File: src/hdl/hlf_pkg.sv
// ----------------------------------------------------------------------------
// hlf_pkg
// shared constants and types for the hashed lamp brightness pipeline
// ----------------------------------------------------------------------------
package hlf_pkg;

  // default size of the sine table used by the pulse mood
  localparam int unsigned SINE_ENTRIES_DEF = 256;

  // register stages between input and the output register
  localparam int unsigned NUM_STAGES = 12;

  localparam int unsigned FRAC_W = 24;
  localparam int unsigned LVL_W  = 17;

  // hash mixer multipliers
  localparam logic [31:0] MIX_K_SEED = 32'h9E3779B1;
  localparam logic [31:0] MIX_K_STEP = 32'h85EBCA77;
  localparam logic [31:0] MIX_K_A    = 32'h2C1B3C6D;
  localparam logic [31:0] MIX_K_B    = 32'h297A2D39;

  // reciprocals for division by constants (shift given beside each)
  localparam logic [31:0] RCP_3  = 32'hAAAAAAAB;  // >> 33
  localparam logic [31:0] RCP_5  = 32'hCCCCCCCD;  // >> 34
  localparam logic [31:0] RCP_9  = 32'h38E38E39;  // >> 33
  localparam logic [31:0] RCP_51 = 32'hA0A0A0A1;  // >> 37

  // mood codes
  localparam logic [2:0] MOOD_STEADY  = 3'd0;
  localparam logic [2:0] MOOD_FLICKER = 3'd1;
  localparam logic [2:0] MOOD_FAILING = 3'd2;
  localparam logic [2:0] MOOD_DEAD    = 3'd3;
  localparam logic [2:0] MOOD_PULSE   = 3'd4;

  // configuration register indexes
  localparam logic [1:0] CFG_MOOD    = 2'd0;
  localparam logic [1:0] CFG_SEED    = 2'd1;
  localparam logic [1:0] CFG_BATTERY = 2'd2;

  // levels
  localparam logic [LVL_W-1:0] LVL_FULL    = 17'd65536;
  localparam logic [LVL_W-1:0] LVL_VISIBLE = 17'd655;

  // hash fraction thresholds
  localparam logic [FRAC_W-1:0] FLK_DIP_TH    = 24'd838861;
  localparam logic [FRAC_W-1:0] FAIL_DARK_TH  = 24'd9227469;
  localparam logic [FRAC_W-1:0] FAIL_QUIET_TH = 24'd7549747;

  // seed offsets of the hash lanes
  localparam logic [31:0] SEED_OFS_FLK_LO  = 32'd1;
  localparam logic [31:0] SEED_OFS_FLK_HI  = 32'd2;
  localparam logic [31:0] SEED_OFS_QUIET   = 32'd3;
  localparam logic [31:0] SEED_OFS_ON      = 32'd4;
  localparam logic [31:0] SEED_OFS_DARK    = 32'd7;

  // time quotients handed from the divider front end
  typedef struct packed {
    logic [29:0] q6;    // time / 6
    logic [29:0] q5;    // time / 5
    logic [23:0] slot;  // time / 288
  } tsteps_t;

endpackage

File: src/hdl/hlf_mix.sv
// ----------------------------------------------------------------------------
// hlf_mix
// three-stage multiply / xorshift hash lane, low 24 bits out
// ----------------------------------------------------------------------------
module hlf_mix import hlf_pkg::*; (
  input  logic              clk,
  input  logic              en,
  input  logic [31:0]       seed,
  input  logic [31:0]       step,
  output logic [FRAC_W-1:0] h
);

  logic [31:0] a_nxt;
  logic [31:0] b_nxt;
  logic [31:0] c_nxt;
  logic [31:0] a_r;
  logic [31:0] b_r;
  logic [31:0] c_r;
  logic [31:0] fold;

  assign a_nxt = (seed * MIX_K_SEED) ^ (step * MIX_K_STEP);
  assign b_nxt = (a_r ^ (a_r >> 15)) * MIX_K_A;
  assign c_nxt = (b_r ^ (b_r >> 12)) * MIX_K_B;

  always_ff @(posedge clk) begin
    if (en) begin
      a_r <= a_nxt;
      b_r <= b_nxt;
      c_r <= c_nxt;
    end
  end

  assign fold = c_r ^ (c_r >> 15);
  assign h    = fold[FRAC_W-1:0];

endmodule

File: config.mk
export PLATFORM = sky130hd
export DESIGN_NAME = hlf_mix
export DESIGN_NICKNAME = d
export VERILOG_FILES = /design/src/hdl/hlf_pkg.sv /design/src/hdl/hlf_mix.sv
export SDC_FILE = /design/constraint.sdc
export NUM_CORES = 2
export LEC_CHECK = 0
export BUFFER_PORTS_ARGS = -buffer_cell sky130_fd_sc_hd__buf_2
export CORE_AREA = 2 2 257 259
export DETAILED_ROUTE_END_ITERATION = 7
export DIE_AREA = 0 0 259 261
export PLACE_DENSITY_LB_ADDON = 0.25
export SYNTH_ARGS = -nofsm -noshare
export SYNTH_HDL_FRONTEND = slang
export SYNTH_SLANG_ARGS = --single-unit
File: constraint.sdc
create_clock -name clk -period 11.1 [get_ports clk]
set_input_delay 2.22 -clock clk [delete_from_list [all_inputs] [get_ports clk]]
set_output_delay 2.22 -clock clk [all_outputs]
set_load 0.1 [all_outputs]
==> impl_metrics.py <==
metrics = {
    "synthesis": {
        "syn_avg_cell_area_um2": 10.6,
        "netlist_instances": 3642,
        "synth-main-ff-cell": "edfxtp_1",
        "yosysUniqueCellTypes": 69,
        "synth-edff-count": 96,
        "ys_seq_elements": 96,
        "syn_area_um2": 38500,
        "synth_seq_area_share": 0.0748,
        "yosysMostFrequentCell": "inv_1",
        "async_flop_share": 0,
        "synth_fp_nets": 5263,
        "yosysWarnings": 0,
        "yosysTopAreaCell": "fa_1",
        "synth_top_area_frac": 0.426,
        "synth_common_cells": "1,266 x inv_1, 820 x fa_1, 735 x ha_1",
        "synthTopCellsByArea": "fa_1 43%, ha_1 24%, inv_1 12%",
    },
    "clock_tree": {
        "cts.sinks": 96,
        "cts.path.max_buffers": 2,
        "ctsHtreeMaxLevel": 3,
        "cts_hold_buf": 0,
        "clock_latency_ps": 380,
        "cts_buffers": 9,
        "cts_tree": "yes",
        "post_cts_buffers": 0,
        "root_buffer": "clkbuf_16",
        "ctsResizeCount": 0,
        "clk_pin_slew_ps": 70,
    },
    "detailed_routing": {
        "top_layer_used": "met4",
        "wl_met3_um": 5070,
        "wl_per_cell_um": 19.5,
        "drtAntennaViolNets": 0,
        "drt-initial-drc-count": 1193,
        "wl_met2_um": 43500,
        "drcViolationCount": 0,
        "avgViaCountPerCell": 5.21,
        "wirelength_um": 90200,
        "route.vias.total": 24100,
        "dr.pass1.iters": 5,
        "met1_length_um": 38200,
    },
    "layout": {
        "stdcell_count": 4618,
        "regArea_um2": 2880,
        "area_growth_pct": 4.88,
        "layout-drive-gt1-share": 0.0384,
        "insertedDiodeCount": 0,
        "multiInputGateArea_um2": 30800,
        "fin_area_um2": 40400,
        "fillCellCount": 5408,
        "nets": 5370,
    },
    "setup_path": {
        "crit_fanout": 9,
        "slowest_stage": "fa_1",
        "max_stage_delay_ps": 560,
        "worstPathArrival_ps": 9110,
        "endpoint_kind": "flip-flop",
        "cp-start-kind": "input pin",
        "worstPathRequired_ps": 11220,
        "critPathKind": "in2reg",
    },
    "die": {
        "core_area_um2": 65000,
        "std_cell_rows": 94,
        "start_util": 0.592,
        "dieArea_um2": 67600,
        "die_h_um": 261,
        "die_w_um": 259,
        "ios": 90,
    },
    "timing": {
        "hold_viol": 0,
        "maxSlewViolCount": 0,
        "whs_ps": 776,
        "final.setup.tns_ps": 0,
        "relSlewSlack": 0.236,
        "period_share": 0.810,
        "min_period_ps": 8990,
        "worst_pin_slew_ps": 1140,
        "setup_viol": 0,
        "fin_worst_skew_ps": 17.5,
        "max_freq_mhz": 111,
        "rsz0062_at_grt": "no",
    },
    "run": {
        "drv_cap": 0,
    },
    "global_routing": {
        "grt_pass1_vias": 26400,
        "grt_pass1_wl_um": 144000,
        "grt_use_total": 0.285,
        "grt_max_degree": 58,
        "antenna_found_initial": 2,
        "overflow": 0,
    },
    "run_status": {
        "outcome": "completed",
    },
    "placement": {
        "post_dp_cell_area_um2": 40100,
        "place.detailed.hpwl_um": 82200,
        "dp_cells": 4602,
        "port_buffers": 89,
        "place_congestion": 0.959,
    },
    "worst_hold_path": {
        "hp-class": "reg2reg",
    },
}
## cell families (layout without fill, tap and decap cells)
logic type	count (synthesis)	in the layout	share of synthesized area
fa+ha+maj	1555	1555	0.665
simple gates	167	167	0.0216
xor+xnor	315	315	0.0716
compound gates	233	233	0.0421
buf+inv	1276	1388	0.125
flops	96	96	0.0748
## final timing paths
kind | slack, ps | startpoint | end | cells after the start
min reg2reg | 780 | a_r[1] | b_r[1] | 2
max reg2reg | 2790 | b_r[14] | c_r[31] | 24
min | 780 | a_r[1] | b_r[1] | 2
max | 2110 | seed[4] | a_r[31] | 27
## worst max-delay path, delay by kind of cell
kind | cells | cell delay (ps)
compound gates | 5 | 1090
xor+xnor | 2 | 280
fa+ha+maj | 9 | 4150
simple gates | 2 | 560
buf+inv | 9 | 780
## layer usage
layer  up-vias  GRT usage
met2       616      0.474
met5         -          0
met4         0     0.0955
met3       139     0.0482
li1      11100          -
met1     12200      0.380
## final cells by class
type                       instances  area share
clock inverter                     6     0.00149
tap                              864      0.0268
inverter                        1266       0.118
timing repair buffer             106      0.0142
multi-input combinational       2270       0.763
sequential                        96      0.0713
clock buffer                      10     0.00567
## through the flow
stage / utilization / worst slack [ps]
floorplan: - / 2440
global placement: 0.617 / 1800
detailed placement: 0.617 / 1690
CTS: 0.621 / 2110
global route: 0.621 / 1720
finish: 0.621 / 2110
## state kept, by name, summed over array words and instances (netlist names)
signal	count
b_r	32
a_r	32
c_r	32
## cells in the final DEF, fill, tap and decap left out, drive strengths merged, types with 5 or more instances in the layout
master / synthesis / layout
nand2b: 11 / 11
o21a: 12 / 12
edfxtp: 96 / 96
o22ai: 5 / 5
o41ai: 6 / 6
and2: 5 / 5
inv: 1266 / 1266
o21ai: 30 / 30
a211oi: 6 / 6
xnor2: 230 / 230
buf: 8 / 106
nor2: 42 / 42
a21o: 37 / 37
o211ai: 5 / 5
nor3: 14 / 14
clkbuf: 2 / 10
a21oi: 78 / 78
nand3: 10 / 10
nor2b: 11 / 11
and3: 9 / 9
fa: 820 / 820
xor2: 85 / 85
ha: 735 / 735
a21boi: 6 / 6
nand2: 41 / 41
o21bai: 12 / 12
Power is left out: the tool's default activity adds up to more than one toggle a clock period on the data nets, which glitch-free logic cannot reach.
