`src/hdl/hlf_pkg.sv`:
```
// ----------------------------------------------------------------------------
// hlf_pkg
// shared constants and types for the hashed lamp brightness pipeline
// ----------------------------------------------------------------------------
package hlf_pkg;

  // default size of the sine table used by the pulse mood
  localparam int unsigned SINE_ENTRIES_DEF = 256;

  // register stages between input and the output register
  localparam int unsigned NUM_STAGES = 12;

  localparam int unsigned FRAC_W = 24;
  localparam int unsigned LVL_W  = 17;

  // hash mixer multipliers
  localparam logic [31:0] MIX_K_SEED = 32'h9E3779B1;
  localparam logic [31:0] MIX_K_STEP = 32'h85EBCA77;
  localparam logic [31:0] MIX_K_A    = 32'h2C1B3C6D;
  localparam logic [31:0] MIX_K_B    = 32'h297A2D39;

  // reciprocals for division by constants (shift given beside each)
  localparam logic [31:0] RCP_3  = 32'hAAAAAAAB;  // >> 33
  localparam logic [31:0] RCP_5  = 32'hCCCCCCCD;  // >> 34
  localparam logic [31:0] RCP_9  = 32'h38E38E39;  // >> 33
  localparam logic [31:0] RCP_51 = 32'hA0A0A0A1;  // >> 37

  // mood codes
  localparam logic [2:0] MOOD_STEADY  = 3'd0;
  localparam logic [2:0] MOOD_FLICKER = 3'd1;
  localparam logic [2:0] MOOD_FAILING = 3'd2;
  localparam logic [2:0] MOOD_DEAD    = 3'd3;
  localparam logic [2:0] MOOD_PULSE   = 3'd4;

  // configuration register indexes
  localparam logic [1:0] CFG_MOOD    = 2'd0;
  localparam logic [1:0] CFG_SEED    = 2'd1;
  localparam logic [1:0] CFG_BATTERY = 2'd2;

  // levels
  localparam logic [LVL_W-1:0] LVL_FULL    = 17'd65536;
  localparam logic [LVL_W-1:0] LVL_VISIBLE = 17'd655;

  // hash fraction thresholds
  localparam logic [FRAC_W-1:0] FLK_DIP_TH    = 24'd838861;
  localparam logic [FRAC_W-1:0] FAIL_DARK_TH  = 24'd9227469;
  localparam logic [FRAC_W-1:0] FAIL_QUIET_TH = 24'd7549747;

  // seed offsets of the hash lanes
  localparam logic [31:0] SEED_OFS_FLK_LO  = 32'd1;
  localparam logic [31:0] SEED_OFS_FLK_HI  = 32'd2;
  localparam logic [31:0] SEED_OFS_QUIET   = 32'd3;
  localparam logic [31:0] SEED_OFS_ON      = 32'd4;
  localparam logic [31:0] SEED_OFS_DARK    = 32'd7;

  // time quotients handed from the divider front end
  typedef struct packed {
    logic [29:0] q6;    // time / 6
    logic [29:0] q5;    // time / 5
    logic [23:0] slot;  // time / 288
  } tsteps_t;

endpackage

```
`src/hdl/hlf_tdiv.sv`:
```
// ----------------------------------------------------------------------------
// hlf_tdiv
// time quotients and remainders by reciprocal multiplication, stages 1 to 4
// ----------------------------------------------------------------------------
module hlf_tdiv import hlf_pkg::*; (
  input  logic                clk,
  input  logic                en,
  input  logic [31:0]         t_in,
  output tsteps_t             steps,   // stage 1
  output logic [8:0]          r288,    // stage 4, time mod 288
  output logic [FRAC_W-1:0]   frac     // stage 4, (time mod 204) / 204 in Q24
);

  logic [62:0] p6;
  logic [63:0] p5;
  logic [58:0] p9;
  logic [61:0] p51;

  logic [31:0] t_r;
  logic [29:0] q6_r;
  logic [29:0] q5_r;
  logic [23:0] slot_r;
  logic [24:0] q51_r;

  logic [31:0] m288;
  logic [31:0] d288;
  logic [29:0] m51;
  logic [29:0] d51;
  logic [8:0]  r288_nxt;
  logic [7:0]  r204_nxt;

  logic [8:0]  r288_s2_r;
  logic [7:0]  r204_s2_r;
  logic [8:0]  r288_s3_r;
  logic [7:0]  r204_s3_r;
  logic [39:0] pf;
  logic [8:0]  r288_s4_r;
  logic [FRAC_W-1:0] frac_r;

  // stage 1: quotients
  assign p6  = 63'(t_in[31:1]) * 63'(RCP_3);
  assign p5  = 64'(t_in) * 64'(RCP_5);
  assign p9  = 59'(t_in[31:5]) * 59'(RCP_9);
  assign p51 = 62'(t_in[31:2]) * 62'(RCP_51);

  always_ff @(posedge clk) begin
    if (en) begin
      t_r    <= t_in;
      q6_r   <= p6[33 +: 30];
      q5_r   <= p5[34 +: 30];
      slot_r <= p9[33 +: 24];
      q51_r  <= p51[37 +: 25];
    end
  end

  assign steps.q6   = q6_r;
  assign steps.q5   = q5_r;
  assign steps.slot = slot_r;

  // stage 2: remainders, only the low bits survive
  assign m288     = {slot_r, 8'b0} + 32'({slot_r, 5'b0});
  assign d288     = t_r - m288;
  assign r288_nxt = d288[8:0];
  assign m51      = 30'(q51_r) * 30'd51;
  assign d51      = t_r[31:2] - m51;
  assign r204_nxt = {d51[5:0], t_r[1:0]};

  always_ff @(posedge clk) begin
    if (en) begin
      r288_s2_r <= r288_nxt;
      r204_s2_r <= r204_nxt;
      r288_s3_r <= r288_s2_r;
      r204_s3_r <= r204_s2_r;
    end
  end

  // stage 4: r * 2^24 / 204 = r * 2^22 / 51
  assign pf = 40'(r204_s3_r) * 40'(RCP_51);

  always_ff @(posedge clk) begin
    if (en) begin
      r288_s4_r <= r288_s3_r;
      frac_r    <= pf[15 +: FRAC_W];
    end
  end

  assign r288 = r288_s4_r;
  assign frac = frac_r;

endmodule

```
`config.mk`:
```
export PLATFORM = sky130hd
export DESIGN_NAME = hlf_tdiv
export DESIGN_NICKNAME = d
export VERILOG_FILES = /design/src/hdl/hlf_pkg.sv /design/src/hdl/hlf_tdiv.sv
export SDC_FILE = /design/constraint.sdc
export NUM_CORES = 2
export LEC_CHECK = 0
export BUFFER_PORTS_ARGS = -buffer_cell sky130_fd_sc_hd__buf_2
export CAP_MARGIN = 40
export CORE_UTILIZATION = 50
export CTS_BUF_LIST = sky130_fd_sc_hd__clkbuf_4 sky130_fd_sc_hd__clkbuf_8
export DETAILED_ROUTE_END_ITERATION = 12
export GPL_TIMING_DRIVEN = 0
export PLACE_DENSITY = 0.66
export RECOVER_POWER = 100
export SYNTH_ARGS = -nofsm -noshare
export SYNTH_HDL_FRONTEND = slang
export SYNTH_SLANG_ARGS = --single-unit
```
`constraint.sdc`:
```
create_clock -name clk -period 9.9 [get_ports clk]
set_clock_uncertainty 0.1 [all_clocks]
set_input_delay 0 -clock clk [delete_from_list [all_inputs] [get_ports clk]]
set_output_delay 0 -clock clk [all_outputs]
set_load 0.01 [all_outputs]
```
==> impl_summary.txt <==
----------------------------------------------------
[Worst setup path]
  Category of the worst setup path launch point ... input port
  Start point of the critical path ... t_in[6]
  Maximum fanout along the worst path ... 11
  Worst path arrival time ... 9500 ps
  Element type at the critical path end ... flop
  Worst setup path endpoint ... q5_r[26]
  Endpoint of the most critical register-to-register path ... frac[19]
  Required time of the critical path ... between 10,000 and 15,000 ps
  Beginning of the worst register-to-register path ... r204_s3_r[7]
  Worst r2r path cells ... 12
  Kind of critical path ... input port to flop
  Critical path's largest stage delay ... 790 ps
  Reg2Reg Setup Slack ... 5500 ps
  Cell with the biggest individual delay on the critical path ... clkbuf_1
  Crit path top cell by count ... fa_1

[Drt]
  DR iter-0 viols ... about 1.9k
  Via density ... 5.29
  Aggregate routed wire length ... 133,000 um
  Average routed wire per standard cell ... 21.7 um
  DRC violation count after routing ... 22
  Count of TritonRoute iterations in the first routing pass ... 11
  Number of nets still failing antenna checks after routing ... 0
  Via count ... 32.6k

[Yosys]
  Ys async rst share ... 0
  Cell area after synthesis ... about 50,000 um2
  Number of enable flip-flop cells after synthesis ... 164
  Number of nets in the synthesized netlist ... 6,699
  Part of the Yosys area used for sequential elements ... 0.101
  Syn Area/Cell ... 10.5 um2
  Post-synth top flop ... edfxtp_1
  Netlist cell types ... 68
  Synthesized netlist cell count ... 4,679
  Yosys warnings ... 0
  Flops & latches, synth ... 164

[Cells and area]
  Most frequent cells in the layout ... inv_1, ha_1, fa_1
  P&R area growth vs syn ... 5.63%
  Leading cell type in the layout, fill and taps excluded ... inv_1
  Final standard cell utilization of the core ... 0.534
  Fraction of layout instances using a drive strength above 1 ... 0.0156
  Layout Nets ... between 6k and 7k

[Clock tree]
  Hold-fix buffer count after cts ... 10
  Sink count of the clock tree ... 164
  Clock latency reported for the late side of the worst-skew pair ... between 600 and 700 ps
  Clock transition at the registers of the reported paths ... 120 ps
  Root buf cell ... clkbuf_8
  Number of gates resized after CTS ... 0
  Total CTS buffers ... 17
  H-tree depth ... 4
  TritonCTS clock tree ... built
  Total setup buffers inserted after CTS ... 0
  Clock Tree Buf Depth ... 2

[Timing]
  Setup repair after global routing missed its margin ... false
  Setup TNS ... 0 ps
  Achievable clock frequency ... 0.108 GHz
  Share of the cycle needed by the critical path after routing ... 0.932
  Final slew viol count ... around 170
  Slew margin rel. ... -2.86
  Final count of hold timing violations ... 0
  Tightest hold margin ... 309 ps
  Transition time at the pin with the least slew margin ... 5790 ps
  Final setup margin ... 675 ps
  Minimum period implied by the final worst setup slack ... between 9000 and 10,000 ps
  Setup Viol. Count Final ... 0

[Global routing]
  Number of antenna violations at the first check in global routing ... 1
  Largest net degree at the start of global routing ... 105
  Via count of the first global-routing pass ... 34.8k
  Overflow after GRT ... 0
  Global-route wire length before repair ... 206,000 um
  Total routing usage reported by global routing ... 0.283

[Floorplanning]
  Number of I/O pins ... 151
  Overall die height ... roughly 310 um
  Die Width ... 315 um
  Floorplan row count ... 114
  Core Region ... a little under 100,000 um2
  Starting density of the core ... 0.506
  Overall die area ... between 90,000 and 100,000 um2

[Placed design]
  Final weighted congestion in routability-driven placement ... 0.985
  DP HPWL ... 115,000 um
  Setup Slack @ Placement ... 882 ps
  IO Port Bufs ... 150

[Min path]
  Hold Crit Class ... flop to flop

[Status]
  Status ... finished, violations left
  Failing checks ... design-rule violations, max-capacitance violations, max-slew violations

[Job]
  Number of violations of the max-capacitance limit ... 3

----------------------------------------------------
sequential cells by signal (all words and copies together), names as in the netlist:
signal and count:
q5_r 30, q6_r 30, slot_r 24, frac 22, r288 9, r288_s2_r 9, r288_s3_r 9, t_r 9
r204_s2_r 8, r204_s3_r 8, q51_r 6
Yosys cell counts, types with 10 or more instances:
master / n / area share
a211oi_1: 19 / 0.0029
a21o_1: 74 / 0.011
a21oi_1: 161 / 0.016
a31oi_1: 19 / 0.0024
and2_1: 10 / 0.0013
and3_1: 19 / 0.0024
clkbuf_1: 10 / 0.00077
edfxtp_1: 164 / 0.10
fa_1: 961 / 0.39
ha_1: 1025 / 0.26
inv_1: 1531 / 0.12
nand2_1: 100 / 0.0077
nand2b_1: 14 / 0.0018
nand3_1: 31 / 0.0032
nand4_1: 31 / 0.0040
nor2_1: 78 / 0.0060
nor2b_1: 11 / 0.0014
nor3_1: 17 / 0.0017
o211ai_1: 17 / 0.0026
o21a_1: 18 / 0.0028
o21ai_0: 76 / 0.0078
o21bai_1: 28 / 0.0043
xnor2_1: 92 / 0.016
xor2_1: 54 / 0.0097
worst min-delay path by stage:
stage                         to  cells past startpoint  slack [ps]    startpoint
floorplan                 t_r[0]                      0          -1       t_in[0]
global placement    r288_s3_r[8]                      0         300  r288_s2_r[8]
detailed placement  r288_s3_r[1]                      0         300  r288_s2_r[1]
CTS                       t_r[1]                      2         210       t_in[1]
global route             r288[1]                      0         320  r288_s3_r[1]
finish              r288_s3_r[7]                      0         310  r288_s2_r[7]
cell families (layout without fill, tap and decap cells):
group	count (synthesis)	count (layout)	share of synthesized area
xor gates and xnor gates	146	146	0.0261
adders and majority gates	1986	1986	0.655
other	0	4	0
AOI/OAI and AO/OA	487	487	0.0646
and+or+nand+nor	351	351	0.0354
DFF	164	164	0.101
buffers and inverters	1544	1740	0.119
muxes	1	1	0.000204
cell type report:
class / count / area, um2
plain buffers: 13 / 57.6
clock inverters: 15 / 196
inverters: 1531 / 5750
well taps: 1276 / 1600
repair buffers: 164 / 743
flip-flops and latches: 164 / 4920
fillers: 8725 / 45100
clock buffers: 17 / 234
diodes: 4 / 10.0
multi-input cells: 2971 / 38200
layer usage:
layer  track usage  share of wire
met1         0.368           0.41
met4        0.0990          0.037
met3        0.0605          0.073
met2         0.466           0.48
met5      0.000484              0
per-stage QoR:
step                cell area, um2  cells
floorplan                    49000   4679
global placement             51300   6105
detailed placement           51400   6109
CTS                          51900   6151
global route                 51700   6153
finish                       51700   6155
worst max-delay path, delay by kind of cell:
family | cells | cell delay (ps)
AO/OA/AOI/OAI | 4 | 920
XOR/XNOR | 1 | 150
adder cells (fa/ha/maj) | 9 | 4790
buffers and inverters | 9 | 2090
AND/OR/NAND/NOR | 4 | 1520
Power is left out: the tool's default activity adds up to more than one toggle a clock period on the data nets, which glitch-free logic cannot reach.
