<file path="src/hdl/hlf_pkg.sv">
// ----------------------------------------------------------------------------
// hlf_pkg
// shared constants and types for the hashed lamp brightness pipeline
// ----------------------------------------------------------------------------
package hlf_pkg;

  // default size of the sine table used by the pulse mood
  localparam int unsigned SINE_ENTRIES_DEF = 256;

  // register stages between input and the output register
  localparam int unsigned NUM_STAGES = 12;

  localparam int unsigned FRAC_W = 24;
  localparam int unsigned LVL_W  = 17;

  // hash mixer multipliers
  localparam logic [31:0] MIX_K_SEED = 32'h9E3779B1;
  localparam logic [31:0] MIX_K_STEP = 32'h85EBCA77;
  localparam logic [31:0] MIX_K_A    = 32'h2C1B3C6D;
  localparam logic [31:0] MIX_K_B    = 32'h297A2D39;

  // reciprocals for division by constants (shift given beside each)
  localparam logic [31:0] RCP_3  = 32'hAAAAAAAB;  // >> 33
  localparam logic [31:0] RCP_5  = 32'hCCCCCCCD;  // >> 34
  localparam logic [31:0] RCP_9  = 32'h38E38E39;  // >> 33
  localparam logic [31:0] RCP_51 = 32'hA0A0A0A1;  // >> 37

  // mood codes
  localparam logic [2:0] MOOD_STEADY  = 3'd0;
  localparam logic [2:0] MOOD_FLICKER = 3'd1;
  localparam logic [2:0] MOOD_FAILING = 3'd2;
  localparam logic [2:0] MOOD_DEAD    = 3'd3;
  localparam logic [2:0] MOOD_PULSE   = 3'd4;

  // configuration register indexes
  localparam logic [1:0] CFG_MOOD    = 2'd0;
  localparam logic [1:0] CFG_SEED    = 2'd1;
  localparam logic [1:0] CFG_BATTERY = 2'd2;

  // levels
  localparam logic [LVL_W-1:0] LVL_FULL    = 17'd65536;
  localparam logic [LVL_W-1:0] LVL_VISIBLE = 17'd655;

  // hash fraction thresholds
  localparam logic [FRAC_W-1:0] FLK_DIP_TH    = 24'd838861;
  localparam logic [FRAC_W-1:0] FAIL_DARK_TH  = 24'd9227469;
  localparam logic [FRAC_W-1:0] FAIL_QUIET_TH = 24'd7549747;

  // seed offsets of the hash lanes
  localparam logic [31:0] SEED_OFS_FLK_LO  = 32'd1;
  localparam logic [31:0] SEED_OFS_FLK_HI  = 32'd2;
  localparam logic [31:0] SEED_OFS_QUIET   = 32'd3;
  localparam logic [31:0] SEED_OFS_ON      = 32'd4;
  localparam logic [31:0] SEED_OFS_DARK    = 32'd7;

  // time quotients handed from the divider front end
  typedef struct packed {
    logic [29:0] q6;    // time / 6
    logic [29:0] q5;    // time / 5
    logic [23:0] slot;  // time / 288
  } tsteps_t;

endpackage

</file>
<file path="src/hdl/hlf_wave.sv">
// ----------------------------------------------------------------------------
// hlf_wave
// pulse level: table index, quarter-wave sine polynomial, squared swell
// ----------------------------------------------------------------------------
module hlf_wave import hlf_pkg::*; #(
  parameter int unsigned SINE_ENTRIES = SINE_ENTRIES_DEF
) (
  input  logic              clk,
  input  logic              en,
  input  logic [FRAC_W-1:0] frac,   // stage 4
  input  logic [FRAC_W-1:0] h0,     // stage 4
  output logic [LVL_W-1:0]  lvl     // stage 12
);

  localparam int unsigned IDX_W = $clog2(SINE_ENTRIES);
  localparam int unsigned NW    = $clog2(SINE_ENTRIES + 1);
  localparam int unsigned REC_W = 45 - IDX_W;
  localparam int unsigned PN_W  = FRAC_W + NW;
  localparam int unsigned UP_W  = IDX_W + REC_W;
  localparam logic [NW-1:0]    N_V   = NW'(SINE_ENTRIES);
  // exact floor(idx * 2^18 / entries) as (idx * RECIP) >> 26
  localparam logic [REC_W-1:0] RECIP = REC_W'(((64'd1 << 44) + 64'(SINE_ENTRIES) - 64'd1)
                                              / 64'(SINE_ENTRIES));

  logic [FRAC_W-1:0] phase;
  logic [PN_W-1:0]   pn;
  logic [IDX_W-1:0]  idx_r;
  logic [UP_W-1:0]   up;
  logic [17:0]       u_r;
  logic [16:0]       x_nxt;
  logic [33:0]       xx;
  logic [16:0]       x_s7_r;
  logic [16:0]       x2_s7_r;
  logic              neg_s7_r;
  logic [29:0]       p1;
  logic [15:0]       t2_nxt;
  logic [15:0]       t2_r;
  logic [16:0]       x_s8_r;
  logic [16:0]       x2_s8_r;
  logic              neg_s8_r;
  logic [32:0]       p3;
  logic [16:0]       t4_nxt;
  logic [16:0]       t4_r;
  logic [16:0]       x_s9_r;
  logic              neg_s9_r;
  logic [33:0]       p5;
  logic [16:0]       t5;
  logic [16:0]       s_nxt;
  logic [16:0]       s_r;
  logic              neg_s10_r;
  logic [17:0]       wsum;
  logic [16:0]       w;
  logic [33:0]       ww;
  logic [16:0]       w2_r;
  logic [32:0]       pl;
  logic [LVL_W-1:0]  lvl_r;

  // stage 5: phase and table index
  assign phase = frac + h0;
  assign pn    = PN_W'(phase) * PN_W'(N_V);

  // stage 6: position in quarter turns, Q16
  assign up = UP_W'(idx_r) * UP_W'(RECIP);

  // stage 7: fold into the first quadrant, x^2
  assign x_nxt = u_r[16] ? (17'd65536 - {1'b0, u_r[15:0]}) : {1'b0, u_r[15:0]};
  assign xx    = 34'(x_nxt) * 34'(x_nxt);

  // stage 8 to 10: odd polynomial in x
  assign p1     = 30'(x2_s7_r) * 30'd5210;
  assign t2_nxt = 16'd42334 - 16'(p1[16 +: 13]);
  assign p3     = 33'(t2_r) * 33'(x2_s8_r);
  assign t4_nxt = 17'd102944 - p3[16 +: 17];
  assign p5     = 34'(t4_r) * 34'(x_s9_r);
  assign t5     = p5[16 +: 17];
  assign s_nxt  = (t5 > LVL_FULL) ? LVL_FULL : t5;

  // stage 11: half-biased wave squared
  assign wsum = neg_s10_r ? (18'd65536 - 18'(s_r)) : (18'd65536 + 18'(s_r));
  assign w    = wsum[17:1];
  assign ww   = 34'(w) * 34'(w);

  // stage 12: 0.3 + 0.7 * w^2
  assign pl = 33'(w2_r) * 33'd45875;

  always_ff @(posedge clk) begin
    if (en) begin
      idx_r     <= pn[FRAC_W +: IDX_W];
      u_r       <= up[26 +: 18];
      x_s7_r    <= x_nxt;
      x2_s7_r   <= xx[16 +: 17];
      neg_s7_r  <= u_r[17];
      t2_r      <= t2_nxt;
      x_s8_r    <= x_s7_r;
      x2_s8_r   <= x2_s7_r;
      neg_s8_r  <= neg_s7_r;
      t4_r      <= t4_nxt;
      x_s9_r    <= x_s8_r;
      neg_s9_r  <= neg_s8_r;
      s_r       <= s_nxt;
      neg_s10_r <= neg_s9_r;
      w2_r      <= ww[16 +: 17];
      lvl_r     <= 17'd19661 + 17'(pl[16 +: 16]);
    end
  end

  assign lvl = lvl_r;

endmodule

</file>
<file path="config.mk">
export PLATFORM = sky130hd
export DESIGN_NAME = hlf_wave
export DESIGN_NICKNAME = d
export VERILOG_FILES = /design/src/hdl/hlf_pkg.sv /design/src/hdl/hlf_wave.sv
export SDC_FILE = /design/constraint.sdc
export NUM_CORES = 2
export LEC_CHECK = 0
export BUFFER_PORTS_ARGS = -buffer_cell sky130_fd_sc_hd__clkbuf_2
export CORE_MARGIN = 2
export CORE_UTILIZATION = 55
export CTS_CLUSTER_DIAMETER = 40
export DETAILED_ROUTE_END_ITERATION = 8
export PLACE_DENSITY = 0.71
export SLEW_MARGIN = 20
export SYNTH_ARGS = -nofsm -noshare
export SYNTH_HDL_FRONTEND = slang
export SYNTH_SLANG_ARGS = --single-unit
</file>
<file path="constraint.sdc">
create_clock -name clk -period 11.2 [get_ports clk]
set_input_delay 0 -clock clk [delete_from_list [all_inputs] [get_ports clk]]
set_output_delay 0 -clock clk [all_outputs]
set_load 0.02 [all_outputs]
</file>
==> flow_summary_export.csv <==
group,metric,value,unit
worst_setup_path,slowest_delay,0.64,ns
detailed_routing,ant_nets,0,
final_layout,final_cell_count_no_fill,4182,
logic_synthesis,ys_warn_count,0,
sta,finalHoldViolations,0,
final_layout,layout_commonest_cell,"inv_1",
die,die_x,248,um
final_layout,fillCellCount,5041,
sta,drv_slew,0,
worst_setup_path,worstSetupPathType,"reg -> reg",
final_layout,area_growth,5.68,%
cts,h-tree-depth,4,
worst_setup_path,arrival,9.09,ns
die,die_h,248,um
sta,slew_headroom,0.245,
sta,timing.final.crit_share,0.791,
die,core_area,58900,um2
worst_setup_path,reg2regPathDepth,27,
worst_setup_path,crit_path_frequent_cell,"fa_1",
final_layout,seqCellArea,4350,um2
worst_hold_path,holdCritPathClass,"in -> reg",
worst_setup_path,crit_required,11.43,ns
detailed_routing,wl,62.0,mm
final_layout,final_cell_mix,"inv_1, ha_1, fa_1, nand2_1, nor2_1",
sta,max_freq,113,MHz
sta,rsz0062_at_grt,"no",
sta,setup_tns,0,ns
final_layout,multiInputGateArea,25000,um2
detailed_routing,first_iter_violations,915,
sta,finalCriticalPeriod,8.86,ns
global_routing,grt_pass1_vias,23358,
cts,ctsLongestPathBuffers,2,
global_routing,grt.overflow.total,0,
logic_synthesis,yosysSeqAreaShare,0.133,
worst_hold_path,whs_path_depth,3,
worst_setup_path,start_kind,"flip-flop",
logic_synthesis,syn_area_per_cell,9.75,um2
detailed_routing,num_vias,21885,
final_layout,final_nets,4533,
global_routing,grt_max_degree,75,
worst_setup_path,cpMaxStageDelayCell,"xor2_1",
logic_synthesis,ys_ff_latch,145,
die,dieArea,61400,um2
die,start_util,0.554,
detailed_routing,drcViolationCount,0,
die,rows,89,
cts,cts_root_buffer,"clkbuf_16",
cts,cts_resized,0,
logic_synthesis,ys_types,99,
sta,setup_violations,0,
flow_run,drv_cap,0,
place,port_buffers,66,
cts,cts_sinks,145,
status,status,"completed",
sta,skew,0.0165,ns
detailed_routing,routedWlPerCell,14.8,um
sta,tightest_slew,1.10,ns
worst_setup_path,crit_fanout,10,
final_layout,diodes,0,
detailed_routing,first_pass_iters,6,
place,gp_congestion,0.919,
global_routing,antenna_found_initial,0,
worst_setup_path,endpoint_kind,"flip-flop",
final_layout,drive_above_1_share,0.0475,
logic_synthesis,syn-instance-count,3349,
place,dp.cells,4137,
logic_synthesis,syn_area,32700,um2
cts,cts_tree,"built",
logic_synthesis,netlist.area_leader.share,0.319,
cts,clk_pin_slew,0.07,ns
logic_synthesis,ys.flop_type,"edfxtp_1",
global_routing,grt_pass1_wl,109,mm
place,dp_hpwl,53.4,mm
cts,cts_buffers,17,
logic_synthesis,async_reset_ff_frac,0,
cts,insertion_delay,0.48,ns
logic_synthesis,synth_top_area_cell,"fa_1",
global_routing,grt_util_all_layers,0.219,
detailed_routing,post_drt_via_cell_ratio,5.23,
logic_synthesis,synthTopCellsByArea,"fa_1, ha_1, edfxtp_1",
die,ioPinCount,67,
logic_synthesis,synth_edf_count,145,
==> synth_stat cells, types with 4 or more instances <==
master    count
o21bai_1     10
nand4_1      12
inv_1       812
o211ai_1     12
nand3_1      22
a21o_1       41
a211oi_2      4
clkinv_1      7
o41ai_1       4
a311oi_1      4
buf_2         4
and4_1        6
clkbuf_1     55
or2_2         7
ha_1        567
o21a_1       20
nor2b_1      15
xnor2_1     106
mux2i_1       7
a31oi_1       6
or3_1        11
and3_1       13
a21boi_0      5
xor2_1       50
nor3b_1       5
a211o_1       6
nand2b_1     11
o21ai_1       7
o21ai_0      39
fa_1        520
a21oi_1      72
and2_1      158
edfxtp_1    145
nor2_1      170
nand2_1     273
nor4_1        4
nor3_1       29
a221oi_1      6
a211oi_1      9
o31ai_1      12
==> per-layer routing <==
layer | vias up | GRT usage | part of all wire
li1 | 10653 | - | -
met5 | - | 0 | 0
met4 | 0 | 0.0490 | 0.014
met3 | 66 | 0.0298 | 0.036
met2 | 368 | 0.393 | 0.50
met1 | 10798 | 0.281 | 0.45
==> logic make-up after synthesis <==
family / synth area share
adder cells (fa/ha/maj): 0.536
other: 0.000115
AO/OA/AOI/OAI: 0.0704
XOR/XNOR: 0.0442
flip-flops: 0.133
AND/OR/NAND/NOR: 0.111
multiplexers: 0.00318
buffers and inverters: 0.102
==> final cells by class <==
type | count | area share
multi-input combinational | 2324 | 0.724
inverter | 821 | 0.0893
clock buffer | 17 | 0.0123
clock inverter | 15 | 0.00471
timing repair buffer | 87 | 0.0153
tap | 773 | 0.0280
sequential | 145 | 0.126
==> metrics by stage <==
step	setup WS (ns)	utilization	hold WS [ns]	area, um2
finish	2.34	0.586	0.0229	34500
global route	1.87	0.586	0.0337	34500
CTS	2.35	0.586	0.000980	34500
detailed placement	2.38	0.574	0.405	33800
global placement	2.57	0.574	0.400	33800
floorplan	3.25	-	0.112	32700
==> path summary, 6_finish.rpt <==
path                   start    endpoint  slack [ns]
setup / recovery      s_r[4]    w2_r[11]        2.34
hold / removal      frac[19]    idx_r[3]        0.02
setup reg to reg      s_r[4]    w2_r[11]        2.34
hold reg to reg   x_s7_r[12]  x_s8_r[12]        0.41
==> flip-flops by register name (all words and copies together) (netlist names), 6 cells and up <==
| register | cells |
|---|---|
| w2_r | 17 |
| t2_r | 14 |
| u_r | 8 |
| x2_s8_r | 12 |
| x_s7_r | 6 |
| t4_r | 17 |
| x_s8_r | 6 |
| x2_s7_r | 12 |
| x_s9_r | 7 |
| idx_r | 8 |
| lvl | 17 |
| s_r | 17 |
==> critical path, delay by kind of cell, from the launching register on <==
family	cells	cell delay [ns]
AO/OA/AOI/OAI	9	2.07
adder cells (fa/ha/maj)	7	3.24
buffers and inverters	4	0.66
flip-flops	1	0.44
XOR/XNOR	1	0.64
AND/OR/NAND/NOR	6	1.54
==> timing repair <==
action | CTS | global route
hold endpoints to repair | 7 | 0
setup buffers | 0 | 0
hold buffers | 13 | 0
Power is left out: the tool's default activity adds up to more than one toggle a clock period on the data nets, which glitch-free logic cannot reach.
